$ cat config.mk
export PLATFORM = sky130hd
export DESIGN_NAME = pan_tilt_lag_compensator_unit_flat
export DESIGN_NICKNAME = d
export VERILOG_FILES = /design/src/hw/rtl/ptlc_pkg.sv /design/src/hw/rtl/ptlc_if.sv /design/src/hw/rtl/pan_tilt_lag_compensator_unit.sv /design/src/flat_wrapper.sv
export SDC_FILE = /design/constraint.sdc
export NUM_CORES = 2
export LEC_CHECK = 0
export ABC_AREA = 1
export BUFFER_PORTS_ARGS = -buffer_cell sky130_fd_sc_hd__buf_2
export CAP_MARGIN = 20
export CELL_PAD_IN_SITES_DETAIL_PLACEMENT = 0
export CELL_PAD_IN_SITES_GLOBAL_PLACEMENT = 2
export CORE_UTILIZATION = 36
export CTS_CLUSTER_DIAMETER = 120
export CTS_CLUSTER_SIZE = 25
export DETAILED_ROUTE_END_ITERATION = 10
export PLACE_DENSITY_LB_ADDON = 0.1
export REMOVE_ABC_BUFFERS = 1
export SLEW_MARGIN = 30
export SYNTH_ARGS = -nofsm -noshare
export SYNTH_HDL_FRONTEND = slang
export SYNTH_SLANG_ARGS = --single-unit
$ cat constraint.sdc
create_clock -name clk_i -period 8 [get_ports clk_i]
set_input_delay 0 -clock clk_i [delete_from_list [all_inputs] [get_ports clk_i]]
set_output_delay 0 -clock clk_i [all_outputs]
set_load 0.01 [all_outputs]
$ cat src/hw/rtl/ptlc_pkg.sv
// ----------------------------------------------------------------------------
// ptlc_pkg
// Shared types, constants and the microcode table of the pan/tilt lag
// compensator.
// ----------------------------------------------------------------------------
package ptlc_pkg;

  // Channel payloads
  typedef struct packed {
    logic               mode;
    logic signed [15:0] pan_angle;
    logic signed [15:0] tilt_angle;
  } in_item_t;

  typedef struct packed {
    logic [15:0] pan_value;
    logic [15:0] tilt_value;
    logic [8:0]  first_slot;
  } out_item_t;

  // Item modes
  localparam logic MODE_MOVE = 1'b0;
  localparam logic MODE_TICK = 1'b1;

  // Configuration register indexes
  localparam int unsigned CFG_IDX_W  = 3;
  localparam int unsigned CFG_DATA_W = 16;

  typedef enum logic [CFG_IDX_W-1:0] {
    CFG_PAN_AMPLITUDE = 3'd0,
    CFG_PAN_GAIN      = 3'd1,
    CFG_TILT_GAIN     = 3'd2,
    CFG_COMP_ENABLE   = 3'd3,
    CFG_START_SLOT    = 3'd4
  } cfg_reg_e;

  // Angle limits in 1/32 degree
  localparam logic signed [15:0] PAN_ANGLE_MAX  = 16'sd11520;
  localparam logic signed [16:0] TILT_SPAN      = 17'sd5760;
  localparam logic signed [16:0] TILT_HALF_SPAN = 17'sd2880;

  // Scaling constants
  // Divide by 45 as multiply by ceil(2^28/45), exact for 22-bit dividends
  localparam logic [23:0] RECIP_45    = 24'd5965233;
  localparam int unsigned RECIP_SHIFT = 28;
  localparam logic [23:0] TILT_SCALE  = 24'd27330;
  // 32768*2880 - 2880*27330: offset once the tilt angle is biased by 2880
  localparam logic [27:0] TILT_OFFSET = 28'd15661440;
  localparam logic [15:0] ROUND_HALF  = 16'd32768;
  localparam logic [15:0] TILT_CENTRE = 16'd32768;

  // Multiplier width and chunk split of the lag magnitude
  localparam int unsigned MUL_W   = 24;
  localparam int unsigned PROD_W  = 2 * MUL_W;

  // Microcode
  localparam int unsigned UPC_W = 5;

  typedef enum logic [2:0] {
    MS_NONE,
    MS_PAN_AMP,
    MS_Y_RECIP,
    MS_TILT_SCALE,
    MS_Z_RECIP,
    MS_MAG_LO,
    MS_MAG_HI
  } mul_sel_e;

  typedef enum logic [1:0] {
    AO_NONE,
    AO_TILT_OFS,
    AO_ROUND,
    AO_ADD_HI
  } acc_op_e;

  typedef enum logic [2:0] {
    XO_NONE,
    XO_PAN_TGT,
    XO_TILT_TGT,
    XO_ABS,
    XO_UPDATE,
    XO_OUTPUT,
    XO_LOAD_TGT
  } ex_op_e;

  typedef enum logic [2:0] {
    JC_NEXT,
    JC_ALWAYS,
    JC_TICK,
    JC_COMP_ON,
    JC_COMP_OFF
  } jump_e;

  typedef struct packed {
    mul_sel_e         mul_sel;
    acc_op_e          acc_op;
    ex_op_e           ex_op;
    logic             axis;
    jump_e            jump;
    logic [UPC_W-1:0] target;
    logic             emit;
    logic             finish;
  } ucode_t;

  localparam logic AX_PAN  = 1'b0;
  localparam logic AX_TILT = 1'b1;

  // Entry points
  localparam logic [UPC_W-1:0] UPC_TICK  = 5'd8;
  localparam logic [UPC_W-1:0] UPC_EMIT  = 5'd21;
  localparam logic [UPC_W-1:0] UPC_QUIET = 5'd22;
  localparam logic [UPC_W-1:0] UPC_NONE  = 5'd0;

  function automatic ucode_t uc_word(mul_sel_e ms, acc_op_e ao, ex_op_e xo, logic ax,
                                     jump_e jc, logic [UPC_W-1:0] tgt, logic em,
                                     logic fin);
    ucode_t w;
    w.mul_sel = ms;
    w.acc_op  = ao;
    w.ex_op   = xo;
    w.axis    = ax;
    w.jump    = jc;
    w.target  = tgt;
    w.emit    = em;
    w.finish  = fin;
    return w;
  endfunction

  // Program: move scaling, lag step for pan then tilt, result hand-off
  function automatic ucode_t ucode_rom(logic [UPC_W-1:0] pc);
    ucode_t w;
    case (pc)
      // dispatch on item mode
      5'd0:  w = uc_word(MS_NONE, AO_NONE, XO_NONE, AX_PAN, JC_TICK, UPC_TICK, 1'b0, 1'b0);
      // pan target = floor(floor(p*amp/256)/45)
      5'd1:  w = uc_word(MS_PAN_AMP, AO_NONE, XO_NONE, AX_PAN, JC_NEXT, UPC_NONE, 1'b0,
                         1'b0);
      5'd2:  w = uc_word(MS_Y_RECIP, AO_NONE, XO_NONE, AX_PAN, JC_NEXT, UPC_NONE, 1'b0,
                         1'b0);
      5'd3:  w = uc_word(MS_TILT_SCALE, AO_NONE, XO_PAN_TGT, AX_PAN, JC_NEXT, UPC_NONE,
                         1'b0, 1'b0);
      // tilt target = floor(floor((27330*u + offset)/64)/45)
      5'd4:  w = uc_word(MS_NONE, AO_TILT_OFS, XO_NONE, AX_TILT, JC_NEXT, UPC_NONE, 1'b0,
                         1'b0);
      5'd5:  w = uc_word(MS_Z_RECIP, AO_NONE, XO_NONE, AX_TILT, JC_NEXT, UPC_NONE, 1'b0,
                         1'b0);
      5'd6:  w = uc_word(MS_NONE, AO_NONE, XO_TILT_TGT, AX_TILT, JC_COMP_ON, UPC_QUIET,
                         1'b0, 1'b0);
      5'd7:  w = uc_word(MS_NONE, AO_NONE, XO_LOAD_TGT, AX_PAN, JC_ALWAYS, UPC_EMIT,
                         1'b0, 1'b0);
      // tick entry
      5'd8:  w = uc_word(MS_NONE, AO_NONE, XO_NONE, AX_PAN, JC_COMP_OFF, UPC_QUIET, 1'b0,
                         1'b0);
      // pan lag step
      5'd9:  w = uc_word(MS_NONE, AO_NONE, XO_ABS, AX_PAN, JC_NEXT, UPC_NONE, 1'b0, 1'b0);
      5'd10: w = uc_word(MS_MAG_LO, AO_NONE, XO_NONE, AX_PAN, JC_NEXT, UPC_NONE, 1'b0,
                         1'b0);
      5'd11: w = uc_word(MS_MAG_HI, AO_ROUND, XO_NONE, AX_PAN, JC_NEXT, UPC_NONE, 1'b0,
                         1'b0);
      5'd12: w = uc_word(MS_NONE, AO_ADD_HI, XO_NONE, AX_PAN, JC_NEXT, UPC_NONE, 1'b0,
                         1'b0);
      5'd13: w = uc_word(MS_NONE, AO_NONE, XO_UPDATE, AX_PAN, JC_NEXT, UPC_NONE, 1'b0,
                         1'b0);
      5'd14: w = uc_word(MS_NONE, AO_NONE, XO_OUTPUT, AX_PAN, JC_NEXT, UPC_NONE, 1'b0,
                         1'b0);
      // tilt lag step
      5'd15: w = uc_word(MS_NONE, AO_NONE, XO_ABS, AX_TILT, JC_NEXT, UPC_NONE, 1'b0, 1'b0);
      5'd16: w = uc_word(MS_MAG_LO, AO_NONE, XO_NONE, AX_TILT, JC_NEXT, UPC_NONE, 1'b0,
                         1'b0);
      5'd17: w = uc_word(MS_MAG_HI, AO_ROUND, XO_NONE, AX_TILT, JC_NEXT, UPC_NONE, 1'b0,
                         1'b0);
      5'd18: w = uc_word(MS_NONE, AO_ADD_HI, XO_NONE, AX_TILT, JC_NEXT, UPC_NONE, 1'b0,
                         1'b0);
      5'd19: w = uc_word(MS_NONE, AO_NONE, XO_UPDATE, AX_TILT, JC_NEXT, UPC_NONE, 1'b0,
                         1'b0);
      5'd20: w = uc_word(MS_NONE, AO_NONE, XO_OUTPUT, AX_TILT, JC_NEXT, UPC_NONE, 1'b0,
                         1'b0);
      // hand the result to the output register
      5'd21: w = uc_word(MS_NONE, AO_NONE, XO_NONE, AX_PAN, JC_NEXT, UPC_NONE, 1'b1, 1'b1);
      // end without a result
      default: w = uc_word(MS_NONE, AO_NONE, XO_NONE, AX_PAN, JC_NEXT, UPC_NONE, 1'b0,
                           1'b1);
    endcase
    return w;
  endfunction

endpackage

$ cat src/hw/rtl/ptlc_if.sv
// ----------------------------------------------------------------------------
// ptlc_if
// Valid/ready channels of the pan/tilt lag compensator: command items in,
// DMX position results out.
// ----------------------------------------------------------------------------
interface ptlc_in_if
  import ptlc_pkg::*;
();
  logic     valid;
  logic     ready;
  in_item_t data;

  modport source (output valid, output data, input ready);
  modport sink   (input valid, input data, output ready);
endinterface

interface ptlc_out_if
  import ptlc_pkg::*;
();
  logic      valid;
  logic      ready;
  out_item_t data;

  modport source (output valid, output data, input ready);
  modport sink   (input valid, input data, output ready);
endinterface

$ cat src/hw/rtl/pan_tilt_lag_compensator_unit.sv
// ----------------------------------------------------------------------------
// pan_tilt_lag_compensator_unit
// Moving-head position compensator: scales pan/tilt angles to 16-bit DMX
// targets and drives each axis ahead of a first-order lag estimate.
// ----------------------------------------------------------------------------
//
//  Channel  Direction  Transfer carries
//  -------  ---------  ----------------------------------------------------
//  in_i     sink       mode, pan_angle, tilt_angle (move command or tick)
//  out_o    source     pan_value, tilt_value, first_slot
//  cfg      write      cfg_we_i, cfg_idx_i, cfg_wdata_i (no read-back)
//
//  A microcoded sequencer runs each item through one shared 24x24
//  multiplier: a move reaches the result register after its scaling
//  steps (it ends with no result with compensation on), a tick after the
//  pan and tilt lag steps with compensation on (no result with it off).
//  The next item is taken on the cycle after the program finishes; a result
//  waiting on out_o holds the program at its hand-off step only.
//  Reset is asynchronous and active low; no clearing pass is needed.
//
module pan_tilt_lag_compensator_unit
  import ptlc_pkg::*;
#(
  parameter int unsigned FRAC_BITS = 16
) (
  input  logic                  clk_i,
  input  logic                  rst_ni,
  input  logic                  cfg_we_i,
  input  logic [CFG_IDX_W-1:0]  cfg_idx_i,
  input  logic [CFG_DATA_W-1:0] cfg_wdata_i,
  ptlc_in_if.sink               in_i,
  ptlc_out_if.source            out_o
);

  localparam int unsigned EST_W = 16 + FRAC_BITS;
  localparam int unsigned ACC_W = EST_W + 17;

  typedef enum logic {
    ST_IDLE,
    ST_RUN
  } state_e;

  // Control state
  state_e           state_q;
  logic [UPC_W-1:0] pc_q, pc_d;
  logic             out_valid_q;
  out_item_t        out_data_q;

  // Configuration
  logic [15:0] amp_q, pan_gain_q, tilt_gain_q;
  logic        comp_en_q;
  logic [8:0]  start_slot_q;

  // Axis state
  logic [15:0]      pan_tgt_q, tilt_tgt_q;
  logic [EST_W-1:0] pan_est_q, tilt_est_q;

  // Datapath
  logic             mode_q;
  logic [13:0]      p_q;
  logic [12:0]      u_q;
  logic [PROD_W-1:0] prod_q;
  logic [ACC_W-1:0] acc_q;
  logic [EST_W-1:0] mag_q;
  logic             neg_q;
  logic [15:0]      res_pan_q, res_tilt_q;

  ucode_t            uc;
  logic              in_xfer, out_xfer, stall, run_en, take_jump;
  logic [13:0]       p_sat;
  logic signed [16:0] t_bias;
  logic [12:0]       u_sat;
  logic [MUL_W-1:0]  mul_a, mul_b;
  logic [PROD_W-1:0] prod_d;
  logic [PROD_W-1:0] mag_ext;
  logic [15:0]       tgt_sel, gain_sel;
  logic [EST_W-1:0]  est_sel, tfix, step, est_new;
  logic              tgt_ge;
  logic [EST_W:0]    twice, est_ext, diff;
  logic [16:0]       diff_hi;
  logic [15:0]       out_val;

  assign uc       = ucode_rom(pc_q);
  assign in_xfer  = in_i.valid && in_i.ready;
  assign out_xfer = out_valid_q && out_o.ready;
  assign stall    = uc.emit && out_valid_q && !out_o.ready;
  assign run_en   = (state_q == ST_RUN) && !stall;

  assign in_i.ready  = (state_q == ST_IDLE);
  assign out_o.valid = out_valid_q;
  assign out_o.data  = out_data_q;

  // Saturate angles on transfer: pan to 0..11520, tilt biased to 0..5760
  always_comb begin
    if (in_i.data.pan_angle < 16'sd0) begin
      p_sat = '0;
    end else if (in_i.data.pan_angle > PAN_ANGLE_MAX) begin
      p_sat = PAN_ANGLE_MAX[13:0];
    end else begin
      p_sat = in_i.data.pan_angle[13:0];
    end
    t_bias = $signed({in_i.data.tilt_angle[15], in_i.data.tilt_angle}) + TILT_HALF_SPAN;
    if (t_bias < 17'sd0) begin
      u_sat = '0;
    end else if (t_bias > TILT_SPAN) begin
      u_sat = TILT_SPAN[12:0];
    end else begin
      u_sat = t_bias[12:0];
    end
  end

  // Select the axis worked on by the current step
  assign tgt_sel  = uc.axis ? tilt_tgt_q : pan_tgt_q;
  assign est_sel  = uc.axis ? tilt_est_q : pan_est_q;
  assign gain_sel = uc.axis ? tilt_gain_q : pan_gain_q;
  assign tfix     = EST_W'(tgt_sel) << FRAC_BITS;
  assign mag_ext  = PROD_W'(mag_q);

  // Route multiplier operands
  always_comb begin
    case (uc.mul_sel)
      MS_PAN_AMP: begin
        mul_a = MUL_W'(p_q);
        mul_b = MUL_W'(amp_q);
      end
      MS_Y_RECIP: begin
        mul_a = MUL_W'(prod_q[29:8]);
        mul_b = RECIP_45;
      end
      MS_TILT_SCALE: begin
        mul_a = MUL_W'(u_q);
        mul_b = TILT_SCALE;
      end
      MS_Z_RECIP: begin
        mul_a = MUL_W'(acc_q[27:6]);
        mul_b = RECIP_45;
      end
      MS_MAG_LO: begin
        mul_a = mag_ext[MUL_W-1:0];
        mul_b = MUL_W'(gain_sel);
      end
      MS_MAG_HI: begin
        mul_a = mag_ext[PROD_W-1:MUL_W];
        mul_b = MUL_W'(gain_sel);
      end
      default: begin
        mul_a = '0;
        mul_b = '0;
      end
    endcase
  end

  assign prod_d = PROD_W'(mul_a) * PROD_W'(mul_b);

  // Estimate step and compensated output
  assign tgt_ge  = (tfix >= est_sel);
  assign step    = acc_q[16 +: EST_W];
  assign est_new = neg_q ? (est_sel - step) : (est_sel + step);
  assign twice   = {tfix, 1'b0};
  assign est_ext = {1'b0, est_sel};
  assign diff    = twice - est_ext;
  assign diff_hi = diff[EST_W:FRAC_BITS];

  always_comb begin
    if (twice <= est_ext) begin
      out_val = '0;
    end else if (diff_hi[16]) begin
      out_val = 16'hFFFF;
    end else begin
      out_val = diff_hi[15:0];
    end
  end

  // Resolve conditional jumps
  always_comb begin
    case (uc.jump)
      JC_ALWAYS:   take_jump = 1'b1;
      JC_TICK:     take_jump = (mode_q == MODE_TICK);
      JC_COMP_ON:  take_jump = comp_en_q;
      JC_COMP_OFF: take_jump = !comp_en_q;
      default:     take_jump = 1'b0;
    endcase
    pc_d = take_jump ? uc.target : pc_q + 1'b1;
  end

  // Hold sequencer state and the result register
  always_ff @(posedge clk_i or negedge rst_ni) begin
    if (!rst_ni) begin
      state_q     <= ST_IDLE;
      pc_q        <= '0;
      out_valid_q <= 1'b0;
      out_data_q  <= '0;
    end else begin
      // Drop the result once transferred, unless a new one is handed over
      if (out_xfer && !(run_en && uc.emit)) begin
        out_valid_q <= 1'b0;
      end
      case (state_q)
        ST_IDLE: begin
          if (in_xfer) begin
            state_q <= ST_RUN;
            pc_q    <= '0;
          end
        end
        ST_RUN: begin
          if (!stall) begin
            if (uc.emit) begin
              out_valid_q           <= 1'b1;
              out_data_q.pan_value  <= res_pan_q;
              out_data_q.tilt_value <= res_tilt_q;
              out_data_q.first_slot <= start_slot_q;
            end
            if (uc.finish) begin
              state_q <= ST_IDLE;
            end else begin
              pc_q <= pc_d;
            end
          end
        end
        default: state_q <= ST_IDLE;
      endcase
    end
  end

  // Write configuration registers; drop writes beyond the list
  always_ff @(posedge clk_i or negedge rst_ni) begin
    if (!rst_ni) begin
      amp_q        <= 16'd65535;
      pan_gain_q   <= 16'd6554;
      tilt_gain_q  <= 16'd6554;
      comp_en_q    <= 1'b1;
      start_slot_q <= 9'd1;
    end else if (cfg_we_i) begin
      case (cfg_idx_i)
        CFG_PAN_AMPLITUDE: amp_q        <= cfg_wdata_i;
        CFG_PAN_GAIN:      pan_gain_q   <= cfg_wdata_i;
        CFG_TILT_GAIN:     tilt_gain_q  <= cfg_wdata_i;
        CFG_COMP_ENABLE:   comp_en_q    <= cfg_wdata_i[0];
        CFG_START_SLOT:    start_slot_q <= cfg_wdata_i[8:0];
        default: ;
      endcase
    end
  end

  // Advance targets and lag estimates
  always_ff @(posedge clk_i or negedge rst_ni) begin
    if (!rst_ni) begin
      pan_tgt_q  <= '0;
      tilt_tgt_q <= TILT_CENTRE;
      pan_est_q  <= '0;
      tilt_est_q <= '0;
    end else if (run_en) begin
      case (uc.ex_op)
        XO_PAN_TGT:  pan_tgt_q  <= prod_q[RECIP_SHIFT +: 16];
        XO_TILT_TGT: tilt_tgt_q <= prod_q[RECIP_SHIFT +: 16];
        XO_UPDATE: begin
          if (uc.axis == AX_TILT) begin
            tilt_est_q <= est_new;
          end else begin
            pan_est_q <= est_new;
          end
        end
        default: ;
      endcase
    end
  end

  // Capture the item and run the shared datapath
  always_ff @(posedge clk_i) begin
    if (in_xfer) begin
      mode_q <= in_i.data.mode;
      p_q    <= p_sat;
      u_q    <= u_sat;
    end
    if (run_en) begin
      if (uc.mul_sel != MS_NONE) begin
        prod_q <= prod_d;
      end
      case (uc.acc_op)
        AO_TILT_OFS: acc_q <= ACC_W'(prod_q) + ACC_W'(TILT_OFFSET);
        AO_ROUND:    acc_q <= ACC_W'(prod_q) + ACC_W'(ROUND_HALF);
        AO_ADD_HI:   acc_q <= acc_q + (ACC_W'(prod_q) << MUL_W);
        default: ;
      endcase
      case (uc.ex_op)
        XO_ABS: begin
          mag_q <= tgt_ge ? (tfix - est_sel) : (est_sel - tfix);
          neg_q <= !tgt_ge;
        end
        XO_OUTPUT: begin
          if (uc.axis == AX_TILT) begin
            res_tilt_q <= out_val;
          end else begin
            res_pan_q <= out_val;
          end
        end
        XO_LOAD_TGT: begin
          res_pan_q  <= pan_tgt_q;
          res_tilt_q <= tilt_tgt_q;
        end
        default: ;
      endcase
    end
  end

endmodule

$ cat src/flat_wrapper.sv
// flat-port wrapper written by rule: the top's interface ports become plain ports
module pan_tilt_lag_compensator_unit_flat import ptlc_pkg::*;
#(
  parameter int unsigned FRAC_BITS = 16
)
  (clk_i, rst_ni, cfg_we_i, cfg_idx_i, cfg_wdata_i, in_i_valid, in_i_data, in_i_ready, out_o_valid, out_o_data, out_o_ready);
  ptlc_in_if in_i_i ();
  ptlc_out_if out_o_i ();
  input  logic clk_i;
  input  logic rst_ni;
  input  logic cfg_we_i;
  input  logic [CFG_IDX_W-1:0] cfg_idx_i;
  input  logic [CFG_DATA_W-1:0] cfg_wdata_i;
  input wire logic [$bits(in_i_i.valid)-1:0] in_i_valid;
  input wire logic [$bits(in_i_i.data)-1:0] in_i_data;
  output wire logic [$bits(in_i_i.ready)-1:0] in_i_ready;
  output wire logic [$bits(out_o_i.valid)-1:0] out_o_valid;
  output wire logic [$bits(out_o_i.data)-1:0] out_o_data;
  input wire logic [$bits(out_o_i.ready)-1:0] out_o_ready;
  assign in_i_i.valid = in_i_valid;
  assign in_i_i.data = in_i_data;
  assign in_i_ready = in_i_i.ready;
  assign out_o_valid = out_o_i.valid;
  assign out_o_data = out_o_i.data;
  assign out_o_i.ready = out_o_ready;
  pan_tilt_lag_compensator_unit #(.FRAC_BITS(FRAC_BITS)) u_core (.clk_i(clk_i), .rst_ni(rst_ni), .cfg_we_i(cfg_we_i), .cfg_idx_i(cfg_idx_i), .cfg_wdata_i(cfg_wdata_i), .in_i(in_i_i), .out_o(out_o_i));
endmodule
==> results.tsv <==
stage	metric	value	unit
status	status	complete, but fails checks	
status	violations	negative setup slack	
detailed_routing	ant_nets	0	
synth	synth_async_sr_flop_share	52.60	%
finish	utilization	44.97	%
synth	synth-seq-cells	384	
timing	setup_violations	3	
synth	synth_top_family_by_area	adder cells	
detailed_routing	drt-wirelength-per-cell	22.19	um
synth	ys.flop_type	edfxtp_1	
detailed_routing	via_per_inst	5.015	
placement	dp_slack	-725.4	ps
synth	synth_mux_area_share	1.073	%
timing	grt_setup_unrepaired	yes	
synth	synth_fa_ha_area_share	28.33	%
critical_path	worst-path-buf-inv	18	
clock_network	cts_buffer_depth	3	
clock_network	root_buffer	clkbuf_16	
critical_path	crit_slowest_cell	fa_1	
critical_path	critPathMostFrequentCell	fa_1	
grt	grt_pass1_wl	252900	um
grt	antenna_found_initial	3	
finish	seq_area	10560	um^2
synth	yosysWarnings	0	
critical_path	cp.required	8370	ps
finish	nets	6966	
critical_path	end_kind	register	
critical_path	cp_num_cells	42	
grt	grt_pass1_vias	39300	
finish	antenna_cells	0	
timing	min_period_over_period	100.2	%
critical_path	cp-start-kind	register	
job	drv_cap	0	
synth	synth_xor_area_share	2.668	%
worst_hold_path	hold_depth	5	
finish	drive_gt1_share	21.35	%
detailed_routing	vias	38790	
floorplanning	start_util	36.38	%
clock_network	clkSinkCount	384	
worst_hold_path	min_path_type	primary input to register	
floorplanning	rows	126	
critical_path	max_stage_delay	560	ps
finish	area_delta_synth_final	23.62	%
placement	io_buffers	99	
finish	fill_cells	12170	
timing	finalHoldViolCount	0	
timing	layout_min_cycle_time	8013	ps
floorplanning	dieArea	120900	um^2
clock_network	path_clk_slew	110	ps
grt	grt_overflow	0	
synth	synth_cell_types	68	
synth	yosys.area_share.simple	22.13	%
critical_path	rr_worst_depth	42	
clock_network	cts.htree.levels	1	
critical_path	arrival	8380	ps
floorplanning	ios	100	
finish	final_common_cell	nand2_1	
finish	multi_input_area	29540	um^2
worst_hold_path	hold_path_startpoint	in_i_data[14]	
detailed_routing	drt-initial-drc-count	2486	
placement	place.gp.congestion	0.9689	
timing	worstMarginPinSlew	973.0	ps
timing	setup_ws	-12.65	ps
clock_network	insertion_delay	600	ps
clock_network	cts_tree	yes	
placement	hpwl	142400	um
timing	fin_hold_ws	39.15	ps
clock_network	cts_buffers	21	
timing	skew	48.72	ps
floorplanning	die_h	347.6	um
synth	synth_area_leaders	fa_1 (19%), edfxtp_1 (13%), nand2_1 (12%), dfrtp_1 (9.8%), inv_1 (9.3%)	
synth	synth.largest_area_cell	fa_1	
floorplanning	coreArea	118200	um^2
detailed_routing	first_pass_iters	5	
timing	timing.slew.headroom	35.06	%
grt	grt_max_degree	114	
synth	synth-edff-count	182	
synth	syn_inst	5541	
timing	max_freq	0.1248	GHz
detailed_routing	drc	0	
critical_path	crit_start	u_core.pc_q[1]$_DFFE_PN0P_	
timing	timing.final.max_slew_violations	0	
critical_path	r2r_start	u_core.pc_q[1]$_DFFE_PN0P_	
detailed_routing	drt_wl_total	171600	um
finish	final_cell_mix	nand2_1 (1265), inv_1 (966), buf_4 (510), nor2_1 (422), fa_1 (383)	
floorplanning	die_w	347.6	um
synth	synth_top_area_share	19.32	%
grt	track_usage	28.13	%
critical_path	crit_fanout	6	
critical_path	path_delay_family	adder cells	
critical_path	critPathKind	register to register	
synth	synth-compound-area-share	9.955	%
synth	yosysSeqAreaShare	24.56	%
synth	avgSynthCellArea	7.762	um^2
synth	synth_area	43010	um^2
[worst register-to-register path: cells and delay by family, from the launching register on]
| family | cells | cell delay, ps |
|---|---|---|
| fa+ha+maj | 9 | 4010 |
| flops | 1 | 450 |
| simple gates | 12 | 1160 |
| compound gates | 2 | 170 |
| buf+inv | 18 | 1930 |
| xor+xnor | 1 | 60 |
[per-layer routing]
metal  up-vias  track usage, %  part of all wire (%)
li1      18710               -                     -
met1     19090           36.90                    43
met2       817           50.14                    50
met3       169           1.592                   3.4
met4         0           7.399                   3.0
met5         -               0                     0
[Yosys cell counts, drive strengths merged (33+ instances only)]
cell / n
inv: 1084
nand4: 62
clkbuf: 53
dfrtp: 169
o21ai: 359
ha: 310
or2: 42
a21oi: 243
nand3: 221
nor2: 488
mux2: 41
nand2: 1357
xor2: 102
nor3: 55
buf: 82
fa: 415
edfxtp: 182
dfstp: 33
[cells by family after synthesis]
| kind of cell | count (synthesis) |
|---|---|
| buffers and inverters | 1225 |
| AOI/OAI and AO/OA | 762 |
| adders and majority gates | 725 |
| xor gates and xnor gates | 131 |
| DFF | 384 |
| and+or+nand+nor | 2271 |
| other | 2 |
| muxes | 41 |
[worst paths after layout]
| path | to | slack [ps] |
|---|---|---|
| worst max-delay path | u_core.prod_q[39]$_DFFE_PP_ | -10 |
| worst min-delay path | u_core.u_q[7]$_SDFFCE_PN0P_ | 40 |
| worst max register to register | u_core.prod_q[39]$_DFFE_PP_ | -10 |
| worst min register to register | u_core.out_o.data[35]$_DFFE_PN0P_ | 480 |
| max in group asynchronous | u_core.out_o.data[0]$_DFFE_PN0P_ | 6150 |
| min in group asynchronous | u_core.tilt_est_q[20]$_DFFE_PN0P_ | 410 |
[flip-flops by register name, indices dropped and copies added, names as in the netlist, 13 cells and up]
name	count
u_core.tilt_est_q	32
u_core.res_pan_q	16
u_core.amp_q	16
u_core.pan_gain_q	16
u_core.pan_est_q	32
u_core.pan_tgt_q	16
u_core.out_o.data	41
u_core.tilt_tgt_q	16
u_core.prod_q	47
u_core.acc_q	42
u_core.tilt_gain_q	16
u_core.u_q	13
u_core.mag_q	32
u_core.p_q	14
u_core.res_tilt_q	16
[per-stage QoR]
stage,setup TNS [ps],instances,area [um^2]
after floorplan,-26810,5412,42280
after global placement,-16160,7495,48570
after detailed placement,-17120,7496,48620
after CTS,-477.5,7679,51540
after global routing,-4868,7734,53170
final,-22.62,7734,53170
[cell type report]
class / instances / area share [%]
Clock inverter: 6 / 0.1977
Multi-Input combinational cell: 3938 / 55.56
Inverter: 1090 / 7.799
Clock buffer: 31 / 1.059
Tap cell: 1536 / 3.615
Timing Repair Buffer: 749 / 11.91
Sequential cell: 384 / 19.87
[what timing repair did]
item,CTS,global route
pin swaps,77,236
hold buffers,50,1
setup endpoints to repair,34,66
hold endpoints to repair,192,42
cloned,3,3
resized for setup,252,329
setup buffers,94,56
Power is left out: the tool's default activity adds up to more than one toggle a clock period on the data nets, which glitch-free logic cannot reach.
